==> src/design/kvt_pkg.sv <==
// Types and constants shared by the key/value text tokenizer modules.
package kvt_pkg;

  // Scanner phases of one token.
  typedef enum logic [3:0] {
    M_START      = 4'd0,
    M_CMT_START  = 4'd1,
    M_NAME       = 4'd2,
    M_AFTER_NAME = 4'd3,
    M_CMT_NAME   = 4'd4,
    M_EQ_SKIP    = 4'd5,
    M_CMT_EQ     = 4'd6,
    M_QUOTED     = 4'd7,
    M_UNQ        = 4'd8
  } mode_e;

  // Result kinds.
  typedef enum logic [1:0] {
    K_NAME  = 2'd0,
    K_VALUE = 2'd1,
    K_DONE  = 2'd2,
    K_END   = 2'd3
  } kind_e;

  // Separator codes carried by a completion.
  typedef enum logic [1:0] {
    S_NONE   = 2'd0,
    S_COLON  = 2'd1,
    S_EQUALS = 2'd2,
    S_SEMI   = 2'd3
  } sep_e;

  // Character constants.
  localparam logic [7:0] CH_NUL   = 8'h00;
  localparam logic [7:0] CH_TAB   = 8'h09;
  localparam logic [7:0] CH_LF    = 8'h0A;
  localparam logic [7:0] CH_VT    = 8'h0B;
  localparam logic [7:0] CH_FF    = 8'h0C;
  localparam logic [7:0] CH_CR    = 8'h0D;
  localparam logic [7:0] CH_SPACE = 8'h20;
  localparam logic [7:0] CH_QUOTE = 8'h22;
  localparam logic [7:0] CH_HASH  = 8'h23;
  localparam logic [7:0] CH_PLUS  = 8'h2B;
  localparam logic [7:0] CH_MINUS = 8'h2D;
  localparam logic [7:0] CH_ZERO  = 8'h30;
  localparam logic [7:0] CH_NINE  = 8'h39;
  localparam logic [7:0] CH_COLON = 8'h3A;
  localparam logic [7:0] CH_SEMI  = 8'h3B;
  localparam logic [7:0] CH_EQ    = 8'h3D;

  // Number sent when no atoi value applies.
  localparam logic [31:0] NUM_NONE = 32'hFFFF_FFFF;

  // Depth of the queue between the front and the back.
  localparam int unsigned QDEPTH = 2;
  localparam int unsigned QPTR_W = 1;
  localparam int unsigned QCNT_W = 2;

  // One result beat.
  typedef struct packed {
    kind_e       kind;
    logic [7:0]  ch;
    sep_e        sep;
    logic [31:0] number;
  } res_t;

  // All results caused by one input byte (one or two).
  typedef struct packed {
    logic has_second;
    res_t r0;
    res_t r1;
  } step_t;

  // Outcome of one scanner pass over a byte.
  typedef struct packed {
    mode_e      next_mode;
    logic       again;
    logic [1:0] n_emit;
    res_t       e0;
    res_t       e1;
    logic       clr;
    logic       feed;
  } pass_t;

endpackage

==> src/design/kvt_front.sv <==
// Front part: scans each byte, keeps the token state and the atoi accumulator.
module kvt_front import kvt_pkg::*; #(
  parameter int unsigned NUMBER_BITS = 32
) (
  input  logic       clk_i,
  input  logic       rst_ni,
  input  logic       in_valid_i,
  output logic       in_stall_o,
  input  logic [7:0] byte_req_i,
  input  logic       q_full_i,
  output logic       push_o,
  output step_t      push_data_o
);

  mode_e                  mode_q, mode_d;
  logic [NUMBER_BITS-1:0] acc_value_q, acc_value_d;
  logic                   acc_neg_q, acc_neg_d;
  logic                   acc_stop_q, acc_stop_d;
  logic                   begun_q, begun_d;

  logic                   accept;
  pass_t                  p0, p1, p2;
  logic                   act1, act2;
  mode_e                  chain_mode;
  logic                   chain_clr, chain_feed;

  logic [NUMBER_BITS-1:0] acc_mag;
  logic signed [NUMBER_BITS-1:0] acc_signed;
  logic [31:0]            acc_num;
  logic [NUMBER_BITS-1:0] acc_x10, acc_fed;
  logic [3:0]             digit_val;
  logic                   is_digit;
  logic [NUMBER_BITS-1:0] feed_value;
  logic                   feed_neg, feed_stop, feed_begun;

  function automatic logic is_ws(logic [7:0] c);
    return (c == CH_SPACE) || (c == CH_TAB) || (c == CH_CR) || (c == CH_LF);
  endfunction

  function automatic logic ends_unq(logic [7:0] c);
    return (c == CH_NUL) || is_ws(c) || (c == CH_COLON) || (c == CH_SEMI) || (c == CH_EQ);
  endfunction

  function automatic res_t mk(kind_e k, logic [7:0] c, sep_e s, logic [31:0] num);
    res_t r;
    r.kind   = k;
    r.ch     = c;
    r.sep    = s;
    r.number = num;
    return r;
  endfunction

  // One pass of the scanner over byte c in phase m.
  function automatic pass_t do_pass(mode_e m, logic [7:0] c, logic [31:0] accn);
    pass_t p;
    res_t  done_none;
    res_t  end_res;
    done_none = mk(K_DONE, CH_NUL, S_NONE, NUM_NONE);
    end_res   = mk(K_END, CH_NUL, S_NONE, NUM_NONE);
    p.next_mode = m;
    p.again     = 1'b0;
    p.n_emit    = 2'd0;
    p.e0        = end_res;
    p.e1        = end_res;
    p.clr       = 1'b0;
    p.feed      = 1'b0;
    unique case (m)
      M_START: begin
        if (is_ws(c)) begin
          p.next_mode = M_START;
        end else if (c == CH_HASH) begin
          p.next_mode = M_CMT_START;
        end else if (c == CH_NUL) begin
          p.n_emit = 2'd1;
          p.clr    = 1'b1;
        end else if (c == CH_SEMI) begin
          p.n_emit = 2'd1;
          p.e0     = mk(K_DONE, CH_NUL, S_SEMI, NUM_NONE);
        end else if (c == CH_COLON) begin
          p.n_emit = 2'd1;
          p.e0     = mk(K_DONE, CH_NUL, S_COLON, NUM_NONE);
        end else if (c == CH_EQ) begin
          p.clr       = 1'b1;
          p.next_mode = M_EQ_SKIP;
        end else begin
          p.n_emit    = 2'd1;
          p.e0        = mk(K_NAME, c, S_NONE, NUM_NONE);
          p.next_mode = M_NAME;
        end
      end
      M_CMT_START: begin
        if (c == CH_NUL) begin
          p.n_emit    = 2'd1;
          p.clr       = 1'b1;
          p.next_mode = M_START;
        end else if (c == CH_LF) begin
          p.next_mode = M_AFTER_NAME;
        end
      end
      M_NAME: begin
        if (c == CH_COLON) begin
          p.n_emit    = 2'd1;
          p.e0        = mk(K_DONE, CH_NUL, S_COLON, NUM_NONE);
          p.next_mode = M_START;
        end else if (c == CH_EQ) begin
          p.clr       = 1'b1;
          p.next_mode = M_EQ_SKIP;
        end else if (ends_unq(c)) begin
          p.next_mode = M_AFTER_NAME;
          p.again     = 1'b1;
        end else begin
          p.n_emit = 2'd1;
          p.e0     = mk(K_NAME, c, S_NONE, NUM_NONE);
        end
      end
      M_AFTER_NAME: begin
        if (is_ws(c)) begin
          p.next_mode = M_AFTER_NAME;
        end else if (c == CH_HASH) begin
          p.next_mode = M_CMT_NAME;
        end else if (c == CH_NUL) begin
          p.n_emit    = 2'd2;
          p.e0        = done_none;
          p.e1        = end_res;
          p.clr       = 1'b1;
          p.next_mode = M_START;
        end else if (c == CH_COLON) begin
          p.n_emit    = 2'd1;
          p.e0        = mk(K_DONE, CH_NUL, S_COLON, NUM_NONE);
          p.next_mode = M_START;
        end else if (c == CH_EQ) begin
          p.clr       = 1'b1;
          p.next_mode = M_EQ_SKIP;
        end else begin
          p.n_emit    = 2'd1;
          p.e0        = done_none;
          p.next_mode = M_START;
          p.again     = 1'b1;
        end
      end
      M_CMT_NAME: begin
        if (c == CH_NUL) begin
          p.next_mode = M_AFTER_NAME;
          p.again     = 1'b1;
        end else if (c == CH_LF) begin
          p.n_emit    = 2'd1;
          p.e0        = done_none;
          p.next_mode = M_START;
          p.again     = 1'b1;
        end
      end
      M_EQ_SKIP: begin
        if (is_ws(c)) begin
          p.next_mode = M_EQ_SKIP;
        end else if (c == CH_HASH) begin
          p.next_mode = M_CMT_EQ;
        end else if (c == CH_NUL) begin
          p.n_emit    = 2'd2;
          p.e0        = done_none;
          p.e1        = end_res;
          p.clr       = 1'b1;
          p.next_mode = M_START;
        end else if (c == CH_QUOTE) begin
          p.next_mode = M_QUOTED;
        end else begin
          p.next_mode = M_UNQ;
          p.again     = 1'b1;
        end
      end
      M_CMT_EQ: begin
        if (c == CH_NUL) begin
          p.next_mode = M_EQ_SKIP;
          p.again     = 1'b1;
        end else if (c == CH_LF) begin
          p.next_mode = M_UNQ;
          p.again     = 1'b1;
        end
      end
      M_QUOTED: begin
        if (c == CH_NUL) begin
          p.n_emit    = 2'd2;
          p.e0        = mk(K_DONE, CH_NUL, S_EQUALS, NUM_NONE);
          p.e1        = end_res;
          p.clr       = 1'b1;
          p.next_mode = M_START;
        end else if (c == CH_QUOTE) begin
          p.n_emit    = 2'd1;
          p.e0        = mk(K_DONE, CH_NUL, S_EQUALS, NUM_NONE);
          p.next_mode = M_START;
        end else begin
          p.n_emit = 2'd1;
          p.e0     = mk(K_VALUE, c, S_NONE, NUM_NONE);
        end
      end
      M_UNQ: begin
        if (ends_unq(c)) begin
          p.n_emit    = 2'd1;
          p.e0        = mk(K_DONE, CH_NUL, S_EQUALS, accn);
          p.clr       = 1'b1;
          p.next_mode = M_START;
          p.again     = 1'b1;
        end else begin
          p.n_emit = 2'd1;
          p.e0     = mk(K_VALUE, c, S_NONE, NUM_NONE);
          p.feed   = 1'b1;
        end
      end
      default: begin
        p.clr       = 1'b1;
        p.next_mode = M_START;
        p.again     = 1'b1;
      end
    endcase
    return p;
  endfunction

  assign accept     = in_valid_i && !q_full_i;
  assign in_stall_o = q_full_i;

  // Signed atoi result of the accumulator, sign-extended or cut to 32 bits.
  always_comb begin
    acc_mag    = acc_neg_q ? (~acc_value_q + 1'b1) : acc_value_q;
    acc_signed = signed'(acc_mag);
    acc_num    = 32'(acc_signed);
  end

  // Up to three chained passes over the byte.
  always_comb begin
    p0   = do_pass(mode_q, byte_req_i, acc_num);
    p1   = do_pass(p0.next_mode, byte_req_i, acc_num);
    p2   = do_pass(p1.next_mode, byte_req_i, acc_num);
    act1 = p0.again;
    act2 = p0.again && p1.again;
    chain_mode = act2 ? p2.next_mode : (act1 ? p1.next_mode : p0.next_mode);
    chain_clr  = p0.clr || (act1 && p1.clr) || (act2 && p2.clr);
    chain_feed = p0.feed || (act1 && p1.feed) || (act2 && p2.feed);
  end

  // Accumulator step for one value character.
  always_comb begin
    is_digit   = (byte_req_i >= CH_ZERO) && (byte_req_i <= CH_NINE);
    digit_val  = 4'(byte_req_i - CH_ZERO);
    acc_x10    = (acc_value_q << 3) + (acc_value_q << 1);
    acc_fed    = acc_x10 + NUMBER_BITS'(digit_val);
    feed_value = acc_value_q;
    feed_neg   = acc_neg_q;
    feed_stop  = acc_stop_q;
    feed_begun = begun_q;
    if (!acc_stop_q) begin
      if (!begun_q) begin
        if ((byte_req_i == CH_VT) || (byte_req_i == CH_FF)) begin
          feed_begun = 1'b0;
        end else if ((byte_req_i == CH_PLUS) || (byte_req_i == CH_MINUS)) begin
          feed_neg   = (byte_req_i == CH_MINUS);
          feed_begun = 1'b1;
        end else if (!is_digit) begin
          feed_stop = 1'b1;
        end else begin
          feed_begun = 1'b1;
          feed_value = acc_fed;
        end
      end else if (!is_digit) begin
        feed_stop = 1'b1;
      end else begin
        feed_value = acc_fed;
      end
    end
  end

  // Next state of the scanner and the accumulator.
  always_comb begin
    mode_d      = mode_q;
    acc_value_d = acc_value_q;
    acc_neg_d   = acc_neg_q;
    acc_stop_d  = acc_stop_q;
    begun_d     = begun_q;
    if (accept) begin
      mode_d = chain_mode;
      if (chain_feed) begin
        acc_value_d = feed_value;
        acc_neg_d   = feed_neg;
        acc_stop_d  = feed_stop;
        begun_d     = feed_begun;
      end else if (chain_clr) begin
        acc_value_d = '0;
        acc_neg_d   = 1'b0;
        acc_stop_d  = 1'b0;
        begun_d     = 1'b0;
      end
    end
  end

  // Gather the results of all passes into one queue record, at most two.
  always_comb begin
    res_t       slot0, slot1;
    logic [1:0] cnt;
    slot0 = p0.e0;
    slot1 = p0.e1;
    cnt   = p0.n_emit;
    if (act1 && (p1.n_emit != 2'd0)) begin
      if (cnt == 2'd0) begin
        slot0 = p1.e0;
        slot1 = p1.e1;
        cnt   = p1.n_emit;
      end else if (cnt == 2'd1) begin
        slot1 = p1.e0;
        cnt   = 2'd2;
      end
    end
    if (act2 && (p2.n_emit != 2'd0)) begin
      if (cnt == 2'd0) begin
        slot0 = p2.e0;
        slot1 = p2.e1;
        cnt   = p2.n_emit;
      end else if (cnt == 2'd1) begin
        slot1 = p2.e0;
        cnt   = 2'd2;
      end
    end
    push_o                 = accept && (cnt != 2'd0);
    push_data_o.has_second = (cnt == 2'd2);
    push_data_o.r0         = slot0;
    push_data_o.r1         = slot1;
  end

  // State registers.
  always_ff @(posedge clk_i or negedge rst_ni) begin
    if (!rst_ni) begin
      mode_q      <= M_START;
      acc_value_q <= '0;
      acc_neg_q   <= 1'b0;
      acc_stop_q  <= 1'b0;
      begun_q     <= 1'b0;
    end else begin
      mode_q      <= mode_d;
      acc_value_q <= acc_value_d;
      acc_neg_q   <= acc_neg_d;
      acc_stop_q  <= acc_stop_d;
      begun_q     <= begun_d;
    end
  end

endmodule

==> src/design/kvt_queue.sv <==
// Short queue of per-byte result records between the front and the back.
module kvt_queue import kvt_pkg::*; (
  input  logic  clk_i,
  input  logic  rst_ni,
  input  logic  push_i,
  input  step_t push_data_i,
  output logic  full_o,
  input  logic  pop_i,
  output logic  head_valid_o,
  output step_t head_o
);

  step_t             mem_q [QDEPTH];
  logic [QPTR_W-1:0] wr_ptr_q, wr_ptr_d;
  logic [QPTR_W-1:0] rd_ptr_q, rd_ptr_d;
  logic [QCNT_W-1:0] count_q, count_d;

  assign full_o       = (count_q == QCNT_W'(QDEPTH));
  assign head_valid_o = (count_q != '0);
  assign head_o       = mem_q[rd_ptr_q];

  // Pointer and fill count update.
  always_comb begin
    wr_ptr_d = wr_ptr_q;
    rd_ptr_d = rd_ptr_q;
    count_d  = count_q;
    if (push_i) begin
      wr_ptr_d = wr_ptr_q + 1'b1;
    end
    if (pop_i) begin
      rd_ptr_d = rd_ptr_q + 1'b1;
    end
    if (push_i && !pop_i) begin
      count_d = count_q + 1'b1;
    end else if (!push_i && pop_i) begin
      count_d = count_q - 1'b1;
    end
  end

  always_ff @(posedge clk_i or negedge rst_ni) begin
    if (!rst_ni) begin
      wr_ptr_q <= '0;
      rd_ptr_q <= '0;
      count_q  <= '0;
    end else begin
      wr_ptr_q <= wr_ptr_d;
      rd_ptr_q <= rd_ptr_d;
      count_q  <= count_d;
    end
  end

  // Record storage.
  always_ff @(posedge clk_i) begin
    if (push_i) begin
      mem_q[wr_ptr_q] <= push_data_i;
    end
  end

endmodule

==> src/design/kvt_back.sv <==
// Back part: splits each record into result beats and holds the output register.
module kvt_back import kvt_pkg::*; (
  input  logic  clk_i,
  input  logic  rst_ni,
  input  logic  head_valid_i,
  input  step_t head_i,
  output logic  pop_o,
  output logic  out_valid_o,
  input  logic  out_stall_i,
  output res_t  out_res_o,
  output logic  out_last_o
);

  logic idx_q, idx_d;
  logic valid_q, valid_d;
  res_t res_q;
  logic last_q;
  logic load;
  logic is_last;
  res_t sel;

  // Pick the next beat of the head record.
  always_comb begin
    load    = head_valid_i && (!valid_q || !out_stall_i);
    sel     = idx_q ? head_i.r1 : head_i.r0;
    is_last = !head_i.has_second || idx_q;
    pop_o   = load && is_last;
    idx_d   = idx_q;
    if (load) begin
      idx_d = !is_last;
    end
    if (load) begin
      valid_d = 1'b1;
    end else if (!out_stall_i) begin
      valid_d = 1'b0;
    end else begin
      valid_d = valid_q;
    end
  end

  always_ff @(posedge clk_i or negedge rst_ni) begin
    if (!rst_ni) begin
      idx_q   <= 1'b0;
      valid_q <= 1'b0;
    end else begin
      idx_q   <= idx_d;
      valid_q <= valid_d;
    end
  end

  // Output payload register.
  always_ff @(posedge clk_i) begin
    if (load) begin
      res_q  <= sel;
      last_q <= is_last;
    end
  end

  assign out_valid_o = valid_q;
  assign out_res_o   = res_q;
  assign out_last_o  = last_q;

endmodule

==> src/design/key_value_text_tokenizer.sv <==
// Top level of the key/value text tokenizer.
//
//  channel  | direction | handshake             | payload
//  ---------+-----------+-----------------------+--------------------------------------
//  input    | in        | in_valid_i/in_stall_o | byte_req_i
//  output   | out       | out_valid_o/out_stall_i | kind_o, ch_o, sep_code_o, number_o, last_o
//
// A byte is accepted every cycle while the two-record queue has room; its results
// are written into the queue and then loaded into the output register once it is free.
// A byte that causes two results gives two output beats, one after the other.
// Output stalls back up into the queue and then into in_stall_o.
// Reset is asynchronous and leaves the scanner at token start with an empty queue.
module key_value_text_tokenizer import kvt_pkg::*; #(
  parameter int unsigned NUMBER_BITS = 32
) (
  input  logic               clk_i,
  input  logic               rst_ni,
  input  logic               in_valid_i,
  output logic               in_stall_o,
  input  logic [7:0]         byte_req_i,
  output logic               out_valid_o,
  input  logic               out_stall_i,
  output logic [1:0]         kind_o,
  output logic [7:0]         ch_o,
  output logic [1:0]         sep_code_o,
  output logic signed [31:0] number_o,
  output logic               last_o
);

  logic  push, q_full, pop, head_valid;
  step_t push_data, head;
  res_t  out_res;

  kvt_front #(
    .NUMBER_BITS(NUMBER_BITS)
  ) u_front (
    .clk_i      (clk_i),
    .rst_ni     (rst_ni),
    .in_valid_i (in_valid_i),
    .in_stall_o (in_stall_o),
    .byte_req_i (byte_req_i),
    .q_full_i   (q_full),
    .push_o     (push),
    .push_data_o(push_data)
  );

  kvt_queue u_queue (
    .clk_i       (clk_i),
    .rst_ni      (rst_ni),
    .push_i      (push),
    .push_data_i (push_data),
    .full_o      (q_full),
    .pop_i       (pop),
    .head_valid_o(head_valid),
    .head_o      (head)
  );

  kvt_back u_back (
    .clk_i       (clk_i),
    .rst_ni      (rst_ni),
    .head_valid_i(head_valid),
    .head_i      (head),
    .pop_o       (pop),
    .out_valid_o (out_valid_o),
    .out_stall_i (out_stall_i),
    .out_res_o   (out_res),
    .out_last_o  (last_o)
  );

  // Spread the result beat over the field ports.
  assign kind_o     = out_res.kind;
  assign ch_o       = out_res.ch;
  assign sep_code_o = out_res.sep;
  assign number_o   = signed'(out_res.number);

endmodule

==> config.mk <==
export PLATFORM = sky130hd
export DESIGN_NAME = key_value_text_tokenizer
export DESIGN_NICKNAME = d
export VERILOG_FILES = /design/src/design/kvt_pkg.sv /design/src/design/kvt_front.sv /design/src/design/kvt_queue.sv /design/src/design/kvt_back.sv /design/src/design/key_value_text_tokenizer.sv
export SDC_FILE = /design/constraint.sdc
export NUM_CORES = 1
export LEC_CHECK = 0
export BUFFER_PORTS_ARGS = -buffer_cell sky130_fd_sc_hd__buf_4
export CORE_MARGIN = 1.5
export CORE_UTILIZATION = 30
export CTS_CLUSTER_DIAMETER = 100
export DETAILED_ROUTE_END_ITERATION = 7
export MAX_ROUTING_LAYER = met4
export SLEW_MARGIN = 40
export SYNTH_ARGS = -nofsm -noshare
export SYNTH_HDL_FRONTEND = slang
export SYNTH_SLANG_ARGS = --single-unit
==> constraint.sdc <==
create_clock -name clk_i -period 15.65 [get_ports clk_i]
set_input_delay 3.13 -clock clk_i [delete_from_list [all_inputs] [get_ports clk_i]]
set_output_delay 3.13 -clock clk_i [all_outputs]
set_load 0.01 [all_outputs]
======== Word-level counts from Yosys, hierarchy flattened ========
Memory sizes are Yosys's and may differ from the RTL's.
Cells that the tools add are included.
Widths: inputs -> output; s select.
operators by class
  add/subtract/negate cells ............... 8
  magnitude comparators ................... 2
  equality and inequality tests ........... 48
  multiplexer cells ....................... 221
  bitwise logic cells ..................... 1
  reduce and logical (&&, ||, !) cells .... 57
operators with widths
  operator               number
  $mux 46                27
  $pmux 44 s7            3
  $mux 44                16
  $mux 47                13
  $mux 92                6
  $pmux 44 s3            3
  $mux 51                7
  $mux 91                3
  $mux 32                8
  $mux 4                 43
  $pmux 4 s9             3
  $mux 5                 21
  $mux 45                2
  $eq 8x6->1 const B     8
  $eq 4x3->1 const B     12
  $pmux 2 s8             3
  $mux 1                 45
  $eq 8x4->1 const B     5
  $add 32x1->32 const B  1
  $add 32x32->32         1
  $add 32x4->32          1
  $not 32->32            1
  $eq 4x2->1 const B     6
  $pmux 1 s8             3
  29 further kinds       96
storage, ports and cells
  flip-flop bits (word level) ............. 90
  RAM bits ................................ 178
  output and inout port bits .............. 47
  memories kept ........................... 1
memory list
  memory         depth  bits a word  rd ports  clocked after memory_dff  wr ports  RTL line         source
  u_queue.mem_q  2      89           1         0                         1         kvt_queue.sv:13  step_t mem_q [QDEPTH];

======== Logic depth before layout (Yosys ltp) ========
Gate-level depths: netlist of run 1.
  word-level depth ........................ 37
  gate-level depth with buffers ........... 16

======== Cells and area by module ========
A second synthesis of run 1 with hierarchy kept.
unflattened totals
  cell total of the unflattened synthesis .. 1195
  area, all modules ....................... 15073.2 um2
by module, submodules not included
  module     times used  cells an instance  area an instance (um2)
  kvt_queue  1           293                6671.4
  kvt_front  1           800                6226.0
  kvt_back   1           102                2175.8

======== Worst setup path after synthesis of run 1 ========
No wires, ideal clock.
  path type ............................... input to register
  from .................................... input port byte_req_i[4]
  to ...................................... memory u_queue.mem_q[0][0] in the netlist's numbering, enable pin
  setup time .............................. 548 ps
  arrival time ............................ 9527 ps
  data required time ...................... 15102 ps
  slack ................................... 5575 ps
  stages on the path ...................... 12
  cells stage by stage .................... buf_6 or4_4 nor3_2 nor3_1 or3_4 or3_1 buf_6 nand2_2 a311o_2 a221oi_2 nor2_1 nor2b_1
on the way
  cells in the longest elaborated chain, start to end .. 31
ends and longest elaborated chain
  item                                             RTL line                        source
  start, declared                                  key_value_text_tokenizer.sv:20  input logic [7:0] byte_req_i,
  $eq 8x6->1 / $eq 8x4->1 (equally long branches)  kvt_front.sv:37                 return (c == CH_SPACE) || (c == CH_TAB) || (c == CH_CR) || (c == CH_LF);
  $logic_or 1x1->1 (3 in a row)                    kvt_front.sv:37
  $logic_or 1x1->1 (4 in a row)                    kvt_front.sv:41                 return (c == CH_NUL) || is_ws(c) || (c == CH_COLON) || (c == CH_SEMI) || (c == CH_EQ);
  $mux 5                                           kvt_front.sv:108                end else if (ends_unq(c)) begin
  $mux 5                                           kvt_front.sv:105                end else if (c == CH_EQ) begin
  $mux 5                                           kvt_front.sv:101                if (c == CH_COLON) begin
  $mux 5                                           kvt_front.sv:67                 unique case (m)
  $mux 4                                           kvt_front.sv:105
  [... 11 more ...]                                --
  $reduce_bool 2->1                                kvt_front.sv:310                if (act2 && (p2.n_emit != 2'd0)) begin
  $logic_and 1x1->1                                kvt_front.sv:310
  $mux 2 *                                         kvt_front.sv:310
  $reduce_bool 2->1 *                              kvt_front.sv:320                push_o = accept && (cnt != 2'd0);
  $logic_and 1x1->1 *                              kvt_front.sv:320
  net push                                         key_value_text_tokenizer.sv:30  logic push, q_full, pop, head_valid;
  $mux 1 *                                         kvt_queue.sv:54                 if (push_i) begin
  $mux 1 (not written as such) *                   kvt_queue.sv:55                 mem_q[wr_ptr_q] <= push_data_i;
  end, declared                                    kvt_queue.sv:13
The timed path passes the listed nets; every way through them passes the cells marked *. The select of a mux whose other input is x is not followed.

======== Worst setup path after layout of run 1 ========
  from .................................... input port byte_req_i[5]
  to ...................................... memory u_queue.mem_q[0][80] in the netlist's numbering, enable pin
The elaborated chain is that of the path after synthesis.

==> results of run 1 <==
-- final timing paths --
| check | start | end | slack [ns] | cells past startpoint |
|---|---|---|---|---|
| worst max-delay path | byte_req_i[5] | u_queue.mem_q[0][80] | 8.07 | 12 |
| worst min-delay path | u_queue.count_q[1] | u_queue.count_q[1] | 0.50 | 1 |
| worst max register to register | u_front.mode_q[1] | u_queue.mem_q[0][80] | 10.74 | 11 |
| worst min register to register | u_queue.count_q[1] | u_queue.count_q[1] | 0.50 | 1 |
| max in group asynchronous | rst_ni | u_queue.rd_ptr_q | 12.50 | 1 |
| min in group asynchronous | rst_ni | u_front.mode_q[0] | 2.63 | 1 |
-- worst max-delay path: cells and delay by family --
| kind | cells | cell delay (ns) |
|---|---|---|
| AO/OA/AOI/OAI | 5 | 1.42 |
| buffers and inverters | 2 | 0.77 |
| AND/OR/NAND/NOR | 5 | 2.33 |
-- state kept, by name (all words and copies together), names as in the netlist, 2 cells and up --
name	count
u_back.out_res_o	44
u_front.acc_value_q	32
u_front.mode_q	4
u_queue.count_q	2
u_queue.mem_q	178
-- cells in the final DEF (no fill, tap or decap), drive strengths merged, types with 36 or more instances in the layout --
master  synthesis  routed
a21oi          48      48
buf            21      71
clkbuf         36      37
conb            1      64
dfrtp          45      45
edfxtp        223     223
ha             60      60
mux4           44      44
nand2         122     122
nor2           55      55
o21ai          52      52
o31ai          39      39
xor2           36      36
-- kinds of logic after synthesis --
kind of cell / count (synthesis) / share of synthesized area, %
XOR/XNOR: 57 / 3.53
AND/OR/NAND/NOR: 336 / 12.3
buffers and inverters: 79 / 2.37
adder cells (fa/ha/maj): 63 / 5.66
other: 1 / 0.0265
multiplexers: 46 / 7.15
AO/OA/AOI/OAI: 258 / 13.7
flip-flops: 268 / 55.3
-- metal layers --
layer / share of wire, % / track usage, % / vias to the layer above
met5: 0 / - / -
met4: 2.5 / 4.15 / 0
met3: 4.5 / 1.65 / 59
met2: 46 / 22.2 / 217
met1: 47 / 20.3 / 4558
li1: - / - / 4459
-- metrics by stage --
stage | area (µm²) | std cells | power, mW | hold WS, ns | setup WS, ns
floorplan | 14400 | 1171 | 1.62 | 0.455 | 5.58
global placement | 15500 | 1791 | 1.89 | 0.482 | 7.41
detailed placement | 15500 | 1791 | 1.89 | 0.495 | 7.54
CTS | 16500 | 1847 | 2.63 | 0.505 | 8.12
global route | 16500 | 1848 | 2.73 | 0.523 | 7.81
finish | 16500 | 1848 | 2.59 | 0.499 | 8.07
-- cell type report --
class | count | area (µm²) | share of cell area [%]
Inverter | 22 | 82.6 | 0.499
Clock buffer | 37 | 798 | 4.83
Multi-Input combinational cell | 824 | 6280 | 38.0
Sequential cell | 268 | 7830 | 47.3
Timing Repair Buffer | 71 | 564 | 3.41
Clock inverter | 19 | 229 | 1.38
Tap cell | 607 | 759 | 4.59
-- power by group through the flow --
| stage | sequential (mW) | combinational (mW) | clock [mW] |
|---|---|---|---|
| floorplan | 1.10 | 0.521 | 0 |
| global placement | 1.08 | 0.811 | 0 |
| detailed placement | 1.08 | 0.810 | 0 |
| CTS | 1.07 | 0.813 | 0.742 |
| global route | 1.08 | 0.877 | 0.768 |
| finish | 1.07 | 0.804 | 0.720 |
==> summary.md, run 1 <==
| Metric | Value |
|---|---|
| Status | finished clean |
| First-pass GRT wire length | roughly 53000 µm |
| Ordered cell list for the critical path | buf_4 -> and3b_1 -> o211ai_1 -> and2_0 -> nand3_1 -> a311o_1 -> o21ai_0 -> a311o_2 -> a221oi_2 -> nor2_1 -> nor2b_4 -> buf_6 |
| Num Clock Sinks | ~270 |
| Portion of synthesized cell area occupied by the leading cell type | ~47% |
| Synth Flop Type | sky130_fd_sc_hd__edfxtp_1 |
| Share of power burned in combinational logic | a little under a third |
| Sequential group share of total power | roughly two fifths |
| Ant diodes | 0 |
| First-pass iteration count of the detailed router | 5 |
| Leakage power figure | between 5 and 6 nW |
| Post-synth EDFFs | 223 |
| Root buffer cell | sky130_fd_sc_hd__clkbuf_16 |
| Final setup violation count | 0 |
| Master of the slowest instance on the critical path | sky130_fd_sc_hd__nor2b_4 |
| Share of synthesized area occupied by flip-flops and latches | 55.3% |
| Synthesized flop and latch total | roughly 270 |
| Instance count of the mapped netlist | around 1100 |
| Clock slew seen by the registers of the worst setup and hold paths | approximately 0.060 ns |
| Net switching component of the power | around 0.86 mW |
| Vias in the first global route | 8965 |
| Horizontal die dimension | roughly 220 µm |
| Ports placed on the boundary | just under 60 |
| Routed via count divided by cell count | just over 5 |
| Resize count post-CTS | 0 |
| Placeable core area | roughly 47000 µm² |
| Worst rel slew slack | 44.6% |
| Setup Fix Bufs, Post-CTS | 0 |
| Cell area power density | between 150 and 200 nW/µm² |
| Top cell types by occurrence after synthesis | sky130_fd_sc_hd__edfxtp_1 (223), sky130_fd_sc_hd__nand2_1 (120), sky130_fd_sc_hd__ha_1 (60) |
| GR Util All Layers | ~15% |
| Initial DRC count | around 660 |
| Average cell area after synthesis | between 10 and 15 µm² |
| Detail Route Antenna Nets | 0 |
| Initial cell density of the core | around 30% |
| Initial antenna violation count | 0 |
| Post-Synthesis Cell Area | between 10000 and 15000 µm² |
| Relative contribution of the clock network to total power | about 28% |
| Fraction of power spent switching nets | 33.3% |
| Via count of the routed design | 9293 |
| Maximum clock rate | around 130 MHz |
| DRC viols | 0 |
| Gpl congestion | 0.943 |
| Height of the chip | about 220 µm |
| Clock skew | 0.0177 ns |
| Pin count of the biggest net entering global routing | 69 |
| Critical path required time | between 15 and 20 ns |
| Number of pins with negative max-slew slack in the final report | 0 |
| Capturing element type of the critical path | register |
| Post-synthesis cell type with the largest combined area | sky130_fd_sc_hd__edfxtp_1 |
| Biggest cell delay along the critical path | 0.70 ns |
| Port-buffer cells | 58 |
| Final sum of negative setup slack | 0 ns |
| Htree depth | 1 |
| Tightest Pin Transition | ~0.8 ns |
| Max-cap violations | 0 |
| Maximum count of clock buffers along a single path | 3 |
| Hold buffer count at CTS | 0 |
| Data arrival time of the critical path | just under 8 ns |
| Nets@finish | approximately 1300 |
| Die Footprint | 48500 µm² |
| Largest voltage drop on the vdd net | just under 0.00009 V |
| Total detailed-routing wirelength | approximately 34000 µm |
| Largest cells by area after synthesis | sky130_fd_sc_hd__edfxtp_1 (47%), sky130_fd_sc_hd__dfrtp_1 (8.0%), sky130_fd_sc_hd__mux4_2 (7.0%) |
| Setup CP Type | in -> reg |
| Min-Delay Path Class | reg -> reg |
| Hold violation total from the final report | 0 |
| Clock buffer count from CTS | 30 |
| Count of distinct cell types in the synthesized netlist | 94 |
| Number of warnings printed during yosys synthesis | 0 |
| Cell Int Power | between 1.5 and 2 mW |
| Cell with the most instances after synthesis | sky130_fd_sc_hd__edfxtp_1 |
| Period Utilization, post-route | 48.4% |
| Clock tree from TritonCTS | built |
| Critical path startpoint category | input pin |
| HPWL after detailed placement | 24100 µm |
| Maximum fanout along the worst path | 66 |
| Placement Rows | 79 |
| Share of post-route cells with drive strength above 1 | 18.3% |
| Synthesis-to-finish area growth | 16.8% |
| Unrepaired setup endpoints after global routing | false |
| Tmin final | about 7.6 ns |
| Share of synthesized flip-flops with an asynchronous set or reset | around 17% |
| Routed wire per std cell | 18.5 µm |
| Clock insertion delay at the later pin of the skew report | 0.56 ns |
| Final core occ | between 30 and 40% |
| Number of filler instances in the final layout | around 4500 |
| Global-route congestion overflow total | 0 |
Note: power is estimated with default switching activity, not from simulation.
==> run 2, diff against run 1 <==
- clock period: 15.65 -> 6.5 ns (I/O delays scaled with it)
==> summary.md, run 2 (synthesis results as in run 1) <==
| Metric | Value |
|---|---|
| Cell area power density | 367 nW/µm² (was 157 nW/µm²) |
| Status | finished clean (unchanged) |
| Tightest Pin Transition | 0.855 ns (was 0.810 ns) |
| Resize count post-CTS | 0 (unchanged) |
| Max-cap violations | 0 (unchanged) |
| Number of filler instances in the final layout | 4551 (was 4528) |
| Final worst slack | 1.50 ns (was 8.07 ns) |
| Detail Route Antenna Nets | 0 (unchanged) |
| Clock insertion delay at the later pin of the skew report | 0.55 ns (was 0.56 ns) |
| GR Util All Layers | 14.5% (about the same) |
| Data arrival time of the critical path | 5.27 ns (was 7.76 ns) |
| Maximum clock rate | around 200 MHz |
| Capturing element type of the critical path | register (unchanged) |
| Synthesis-to-finish area growth | 15.9% (was 16.8%) |
| Setup CP Type | in -> reg (unchanged) |
| Share of post-route cells with drive strength above 1 | 18.5% (was 18.3%) |
| Most frequent standard cell in the layout excluding fill and tap cells | sky130_fd_sc_hd__edfxtp_1 (unchanged) |
| Height of the chip | 220 µm (unchanged) |
| Ant diodes | 0 (unchanged) |
| Placement Rows | 79 (unchanged) |
| Launch instance of the worst register-to-register path | u_front.mode_q[2] (was u_front.mode_q[1]) |
| Global-route congestion overflow total | 0 (unchanged) |
| Vias in the first global route | 9075 (was 8965) |
| Final core occ | 35.2% (was 35.5%) |
| Number of buffer and inverter stages on the critical path | 2 (unchanged) |
| Setup crit start | byte_req_i[5] (unchanged) |
| Flip-flop count of the largest register, all copies and words added | 178 (unchanged) |
| Cell Area, Placed | 15600 µm² (was 15500 µm²) |
| Finished layout cell area | 16400 µm² (was 16500 µm²) |
| Critical path required time | 6.77 ns (was 15.84 ns) |
| Initial antenna violation count | 0 (unchanged) |
| Pin count of the biggest net entering global routing | 90 (was 69) |
| Initial DRC count | 547 (was 658) |
| Unrepaired setup endpoints after global routing | false (unchanged) |
| Htree depth | 1 (unchanged) |
| Maximum count of clock buffers along a single path | 3 (unchanged) |
| Master of the slowest instance on the critical path | sky130_fd_sc_hd__a311oi_4 (was sky130_fd_sc_hd__nor2b_4) |
| Number of pins with negative max-slew slack in the final report | 0 (unchanged) |
| Root buffer cell | sky130_fd_sc_hd__clkbuf_16 (unchanged) |
| Leading cell types in the layout, fill and taps excluded | sky130_fd_sc_hd__edfxtp_1 (223), sky130_fd_sc_hd__nand2_1 (120), sky130_fd_sc_hd__buf_4 (74) (was sky130_fd_sc_hd__edfxtp_1 (223), sky130_fd_sc_hd__nand2_1 (120), sky130_fd_sc_hd__buf_4 (67)) |
| Num Clock Sinks | 268 (unchanged) |
| Setup Fix Bufs, Post-CTS | 0 (unchanged) |
| Worst rel slew slack | 43.0% (was 44.6%) |
| Initial cell density of the core | 30.4% (unchanged) |
| Length of routed met3 wiring | 1350 µm (was 1560 µm) |
| Tmin final | 5.00 ns |
| Total power after layout | 6.03 mW (was 2.59 mW) |
| Hold violation total from the final report | 0 (unchanged) |
| Hold buffer count at CTS | 0 (unchanged) |
| Routed wire per std cell | 18.3 µm (was 18.5 µm) |
| Gpl congestion | 0.880 (was 0.943) |
| Port-buffer cells | 58 (unchanged) |
| Maximum fanout along the worst path | 44 (was 66) |
| Die Footprint | 48500 µm² (unchanged) |
| Critical path startpoint category | input pin (unchanged) |
| Post-Place Worst Slack | 1.01 ns (was 7.54 ns) |
| Min-Delay Path Class | reg -> reg (unchanged) |
| Clock tree from TritonCTS | built (unchanged) |
| Horizontal die dimension | 220 µm (unchanged) |
| Clock skew | 0.0124 ns (was 0.0177 ns) |
| Period Utilization, post-route | between 70% and 80% |
| Ordered cell list for the critical path | buf_4 -> or4_4 -> o21ai_1 -> o221ai_1 -> a311o_1 -> a311oi_4 -> nand2_2 -> a311o_2 -> a221oi_2 -> nor2_1 -> and2_4 -> buf_12 (was buf_4 -> and3b_1 -> o211ai_1 -> and2_0 -> nand3_1 -> a311o_1 -> o21ai_0 -> a311o_2 -> a221oi_2 -> nor2_1 -> nor2b_4 -> buf_6) |
| Ports placed on the boundary | 59 (unchanged) |
| Via count of the routed design | 9260 (was 9293) |
| Leakage power figure | 5.92 nW (was 5.98 nW) |
| Met2 Wirelength | 15900 µm (was 15700 µm) |
| Largest voltage drop on the vdd net | 0.000277 V (was 0.0000881 V) |
| Hold path startpoint | u_queue.count_q[1] (unchanged) |
| Highest metal layer used by the detailed router | met4 (unchanged) |
| First-pass iteration count of the detailed router | 5 (unchanged) |
| Final sum of negative setup slack | 0 ns (unchanged) |
| Placeable core area | 46600 µm² (unchanged) |
| DRC viols | 0 (unchanged) |
| Biggest cell delay along the critical path | 0.78 ns (was 0.70 ns) |
| Top Family by Delay on Critical Path | compound AO/OA/AOI/OAI gates (was simple AND/OR/NAND/NOR gates) |
| Register with the most flip-flops | u_queue.mem_q (unchanged) |
| Routed via count divided by cell count | 5.01 (was 5.03) |
| HPWL after detailed placement | 24200 µm (was 24100 µm) |
| First-pass GRT wire length | 53000 µm (was 52500 µm) |
| Final setup violation count | 0 (unchanged) |
| Total detailed-routing wirelength | 33900 µm (was 34300 µm) |
| Clock buffer count from CTS | 28 (was 30) |
| Clock slew seen by the registers of the worst setup and hold paths | 0.06 ns (about the same) |
| Metal1 wirelength | 15700 µm (was 16100 µm) |
| Nets@finish | 1295 (was 1291) |
[run 2: power by group]
| part | internal, mW | switching (mW) | total (mW) |
|---|---|---|---|
| Sequential | 2.42 | 0.141 | 2.56 |
| Combinational | 0.726 | 1.26 | 1.99 |
| Clock | 0.822 | 0.652 | 1.47 |
| Total | 3.97 | 2.06 | 6.03 |
[run 2: final cells by class]
class	instances	area [µm²]	share of cell area, %
flip-flops and latches	268	7830	47.7
multi-input cells	824	6290	38.4
well taps	607	759	4.63
clock buffers	37	756	4.61
repair buffers	77	607	3.70
clock inverters	14	86.3	0.526
inverters	22	82.6	0.503
[run 2: worst paths after layout]
| check | endpoint | slack, ns | cells past startpoint |
|---|---|---|---|
| max in group asynchronous | u_front.acc_value_q[0] | 5.18 | 1 |
| worst min register to register | u_queue.count_q[1] | 0.50 | 1 |
| worst max register to register | u_queue.mem_q[1][11] | 2.12 | 11 |
| worst max-delay path | u_queue.mem_q[1][11] | 1.50 | 12 |
| worst min-delay path | u_queue.count_q[1] | 0.50 | 1 |
| min in group asynchronous | u_front.mode_q[3] | 0.80 | 1 |
[run 2: stage by stage]
stage | hold slack, ns | cells
3_3_place_gp | 0.479 | 1798
6_report | 0.499 | 1849
2_1_floorplan | 0.464 | 1171
4_1_cts | 0.500 | 1849
3_5_place_dp | 0.488 | 1798
5_1_grt | 0.530 | 1849
[run 2: layer usage]
layer  track usage (%)  up-vias
li1                  -     4452
met1              20.0     4561
met2              22.7      194
met3              1.46       53
met4              4.54        0
met5                 -        -
==> run 3, diff against run 2 <==
- clock period: 6.5 -> 5.09 ns (I/O delays scaled with it)
==> summary.md, run 3 (synthesis results as in run 1) <==
| Metric | Value |
|---|---|
| Hold violation total from the final report | 0 (unchanged) |
| Synthesis-to-finish area growth | 17.7% (was 15.9%) |
| First-pass GRT wire length | 54900 µm (was 53000 µm) |
| Maximum count of clock buffers along a single path | 3 (unchanged) |
| Biggest cell delay along the critical path | 0.63 ns (was 0.78 ns) |
| FF-to-FF path depth | 11 (unchanged) |
| Unrepaired setup endpoints after global routing | false (unchanged) |
| Number of pins with negative max-slew slack in the final report | 0 (unchanged) |
| Min-Delay Path Class | in -> async (was reg -> reg) |
| Placeable core area | 46600 µm² (unchanged) |
| Root buffer cell | sky130_fd_sc_hd__clkbuf_16 (unchanged) |
| Data arrival time of the critical path | 4.51 ns (was 5.27 ns) |
| Detail Route Antenna Nets | 0 (unchanged) |
| Status | finished clean (unchanged) |
| Tightest Pin Transition | 0.699 ns (was 0.855 ns) |
| Initial antenna violation count | 0 (unchanged) |
| Capturing element type of the critical path | register (unchanged) |
| Worst rel slew slack | 53.4% (was 43.0%) |
| Post-Place Worst Slack | 0.253 ns (was 1.01 ns) |
| Reg-to-reg slack, setup | 1.05 ns (was 2.12 ns) |
| Num Clock Sinks | 268 (unchanged) |
| Htree depth | 1 (unchanged) |
| Initial DRC count | 559 (was 547) |
| Period Utilization, post-route | 84.7% |
| Die Footprint | 48500 µm² (unchanged) |
| Clock tree from TritonCTS | built (unchanged) |
| Resize count post-CTS | 0 (unchanged) |
| Most frequent standard cell in the layout excluding fill and tap cells | sky130_fd_sc_hd__edfxtp_1 (unchanged) |
| Ports placed on the boundary | 59 (unchanged) |
| Setup CP Type | in -> reg (unchanged) |
| Port-buffer cells | 58 (unchanged) |
| Horizontal die dimension | 220 µm (unchanged) |
| Ordered cell list for the critical path | buf_4 -> nor4bb_1 -> and2_1 -> nor3_1 -> or3_4 -> or3_1 -> nand2_4 -> a311o_2 -> a221oi_2 -> nor2_2 -> nor2b_4 -> buf_12 (was buf_4 -> or4_4 -> o21ai_1 -> o221ai_1 -> a311o_1 -> a311oi_4 -> nand2_2 -> a311o_2 -> a221oi_2 -> nor2_1 -> and2_4 -> buf_12) |
| Leading cell types in the layout, fill and taps excluded | sky130_fd_sc_hd__edfxtp_1 (223), sky130_fd_sc_hd__nand2_1 (120), sky130_fd_sc_hd__buf_4 (99) (was sky130_fd_sc_hd__edfxtp_1 (223), sky130_fd_sc_hd__nand2_1 (120), sky130_fd_sc_hd__buf_4 (74)) |
| Register with the most flip-flops | u_queue.mem_q (unchanged) |
| Final setup violation count | 0 (unchanged) |
| Clock insertion delay at the later pin of the skew report | 0.55 ns (about the same) |
| Via count of the routed design | 9402 (was 9260) |
| Global-route congestion overflow total | 0 (unchanged) |
| Maximum clock rate | 232 MHz |
| HPWL after detailed placement | 25200 µm (was 24200 µm) |
| Initial cell density of the core | 30.4% (unchanged) |
| Placement Rows | 79 (unchanged) |
| Ant diodes | 0 (unchanged) |
| Clock skew | 0.0151 ns (was 0.0124 ns) |
| Maximum fanout along the worst path | 67 (was 44) |
| Hold buffer count at CTS | 0 (unchanged) |
| Setup crit start | byte_req_i[3] (was byte_req_i[5]) |
| Master of the slowest instance on the critical path | sky130_fd_sc_hd__nor4bb_1 (was sky130_fd_sc_hd__a311oi_4) |
| Gpl congestion | 0.948 (was 0.880) |
| Flip-flop count of the largest register, all copies and words added | 178 (unchanged) |
| Pin count of the biggest net entering global routing | 68 (was 90) |
| Final worst slack | 0.777 ns (was 1.50 ns) |
| Cell area power density | 473 nW/µm² (was 367 nW/µm²) |
| Launch instance of the worst register-to-register path | u_front.mode_q[0] (was u_front.mode_q[2]) |
| Height of the chip | 220 µm (unchanged) |
| DRC viols | 0 (unchanged) |
| GR Util All Layers | 15.0% (was 14.5%) |
| Max-cap violations | 0 (unchanged) |
| Leakage power figure | 6.09 nW (was 5.92 nW) |
| Routed via count divided by cell count | 5.02 (was 5.01) |
| Crit Reg-Reg Endpoint | u_queue.mem_q[0][55] (was u_queue.mem_q[1][11]) |
| Vias in the first global route | 9498 (was 9075) |
| Total detailed-routing wirelength | 34800 µm (was 33900 µm) |
| Share of post-route cells with drive strength above 1 | 20.4% (was 18.5%) |
| Nets@finish | 1320 (was 1295) |
| Final core occ | 35.8% (was 35.2%) |
| Tmin final | around 4.3 ns |
| Number of filler instances in the final layout | 4520 (was 4551) |
| Setup Fix Bufs, Post-CTS | 0 (unchanged) |
| Critical path startpoint category | input pin (unchanged) |
| Critical path required time | 5.28 ns (was 6.77 ns) |
| Clock slew seen by the registers of the worst setup and hold paths | 0.07 ns (was 0.06 ns) |
| Routed wire per std cell | 18.6 µm (was 18.3 µm) |
| Largest voltage drop on the vdd net | 0.000324 V (was 0.000277 V) |
| Clock buffer count from CTS | 27 (was 28) |
| First-pass iteration count of the detailed router | 5 (unchanged) |
==> run 3: layer usage <==
metal | vias up | global-route usage (%) | part of all wire, % | wire length (µm)
met5 | - | - | 0 | 0
met4 | 0 | 4.26 | 2.2 | 758
met3 | 55 | 1.57 | 4.0 | 1400
met2 | 199 | 24.2 | 48 | 16700
met1 | 4627 | 20.0 | 46 | 16000
li1 | 4521 | - | - | -
==> run 3: metrics by stage <==
| stage | hold slack, ns | power, mW | std cells | TNS, ns | cell area (µm²) |
|---|---|---|---|---|---|
| after detailed placement | 0.490 | 5.95 | 1824 | 0 | 15800 |
| after CTS | 0.502 | 7.99 | 1874 | 0 | 16700 |
| after global placement | 0.492 | 5.95 | 1824 | 0 | 15800 |
| final | 0.487 | 7.88 | 1874 | 0 | 16700 |
| after global routing | 0.529 | 8.30 | 1874 | 0 | 16700 |
| after floorplan | 0.464 | 4.94 | 1171 | -7.45 | 14400 |
==> run 3: how the worst max path moves through the flow <==
stage	end	slack, ns	cells past startpoint
3_3_place_gp	u_queue.count_q[1]	0.19	13
5_1_grt	u_queue.mem_q[0][55]	0.49	12
4_1_cts	u_queue.mem_q[0][55]	0.83	12
3_5_place_dp	u_queue.mem_q[0][11]	0.25	12
6_report	u_queue.mem_q[0][55]	0.78	12
2_1_floorplan	u_queue.mem_q[0][0]	-0.08	12
==> run 3: worst max-delay path: cells and delay by family <==
kind | cells | cell delay (ns)
AND/OR/NAND/NOR | 8 | 2.50
buffers and inverters | 2 | 0.53
AO/OA/AOI/OAI | 2 | 0.36
==> run 3: area by class of cell <==
cell class | instances | area, µm² | share of cell area (%)
clock buffers | 29 | 693 | 4.16
clock inverters | 21 | 210 | 1.26
inverters | 22 | 82.6 | 0.495
multi-input cells | 824 | 6280 | 37.6
flip-flops and latches | 268 | 7830 | 46.9
well taps | 607 | 759 | 4.56
repair buffers | 103 | 823 | 4.94
==> run 3: where the power goes <==
part	internal, mW	switching (mW)	total (mW)
logic	0.996	1.55	2.55
clock network	1.15	0.858	2.01
registers	3.09	0.233	3.32
total	5.24	2.65	7.88
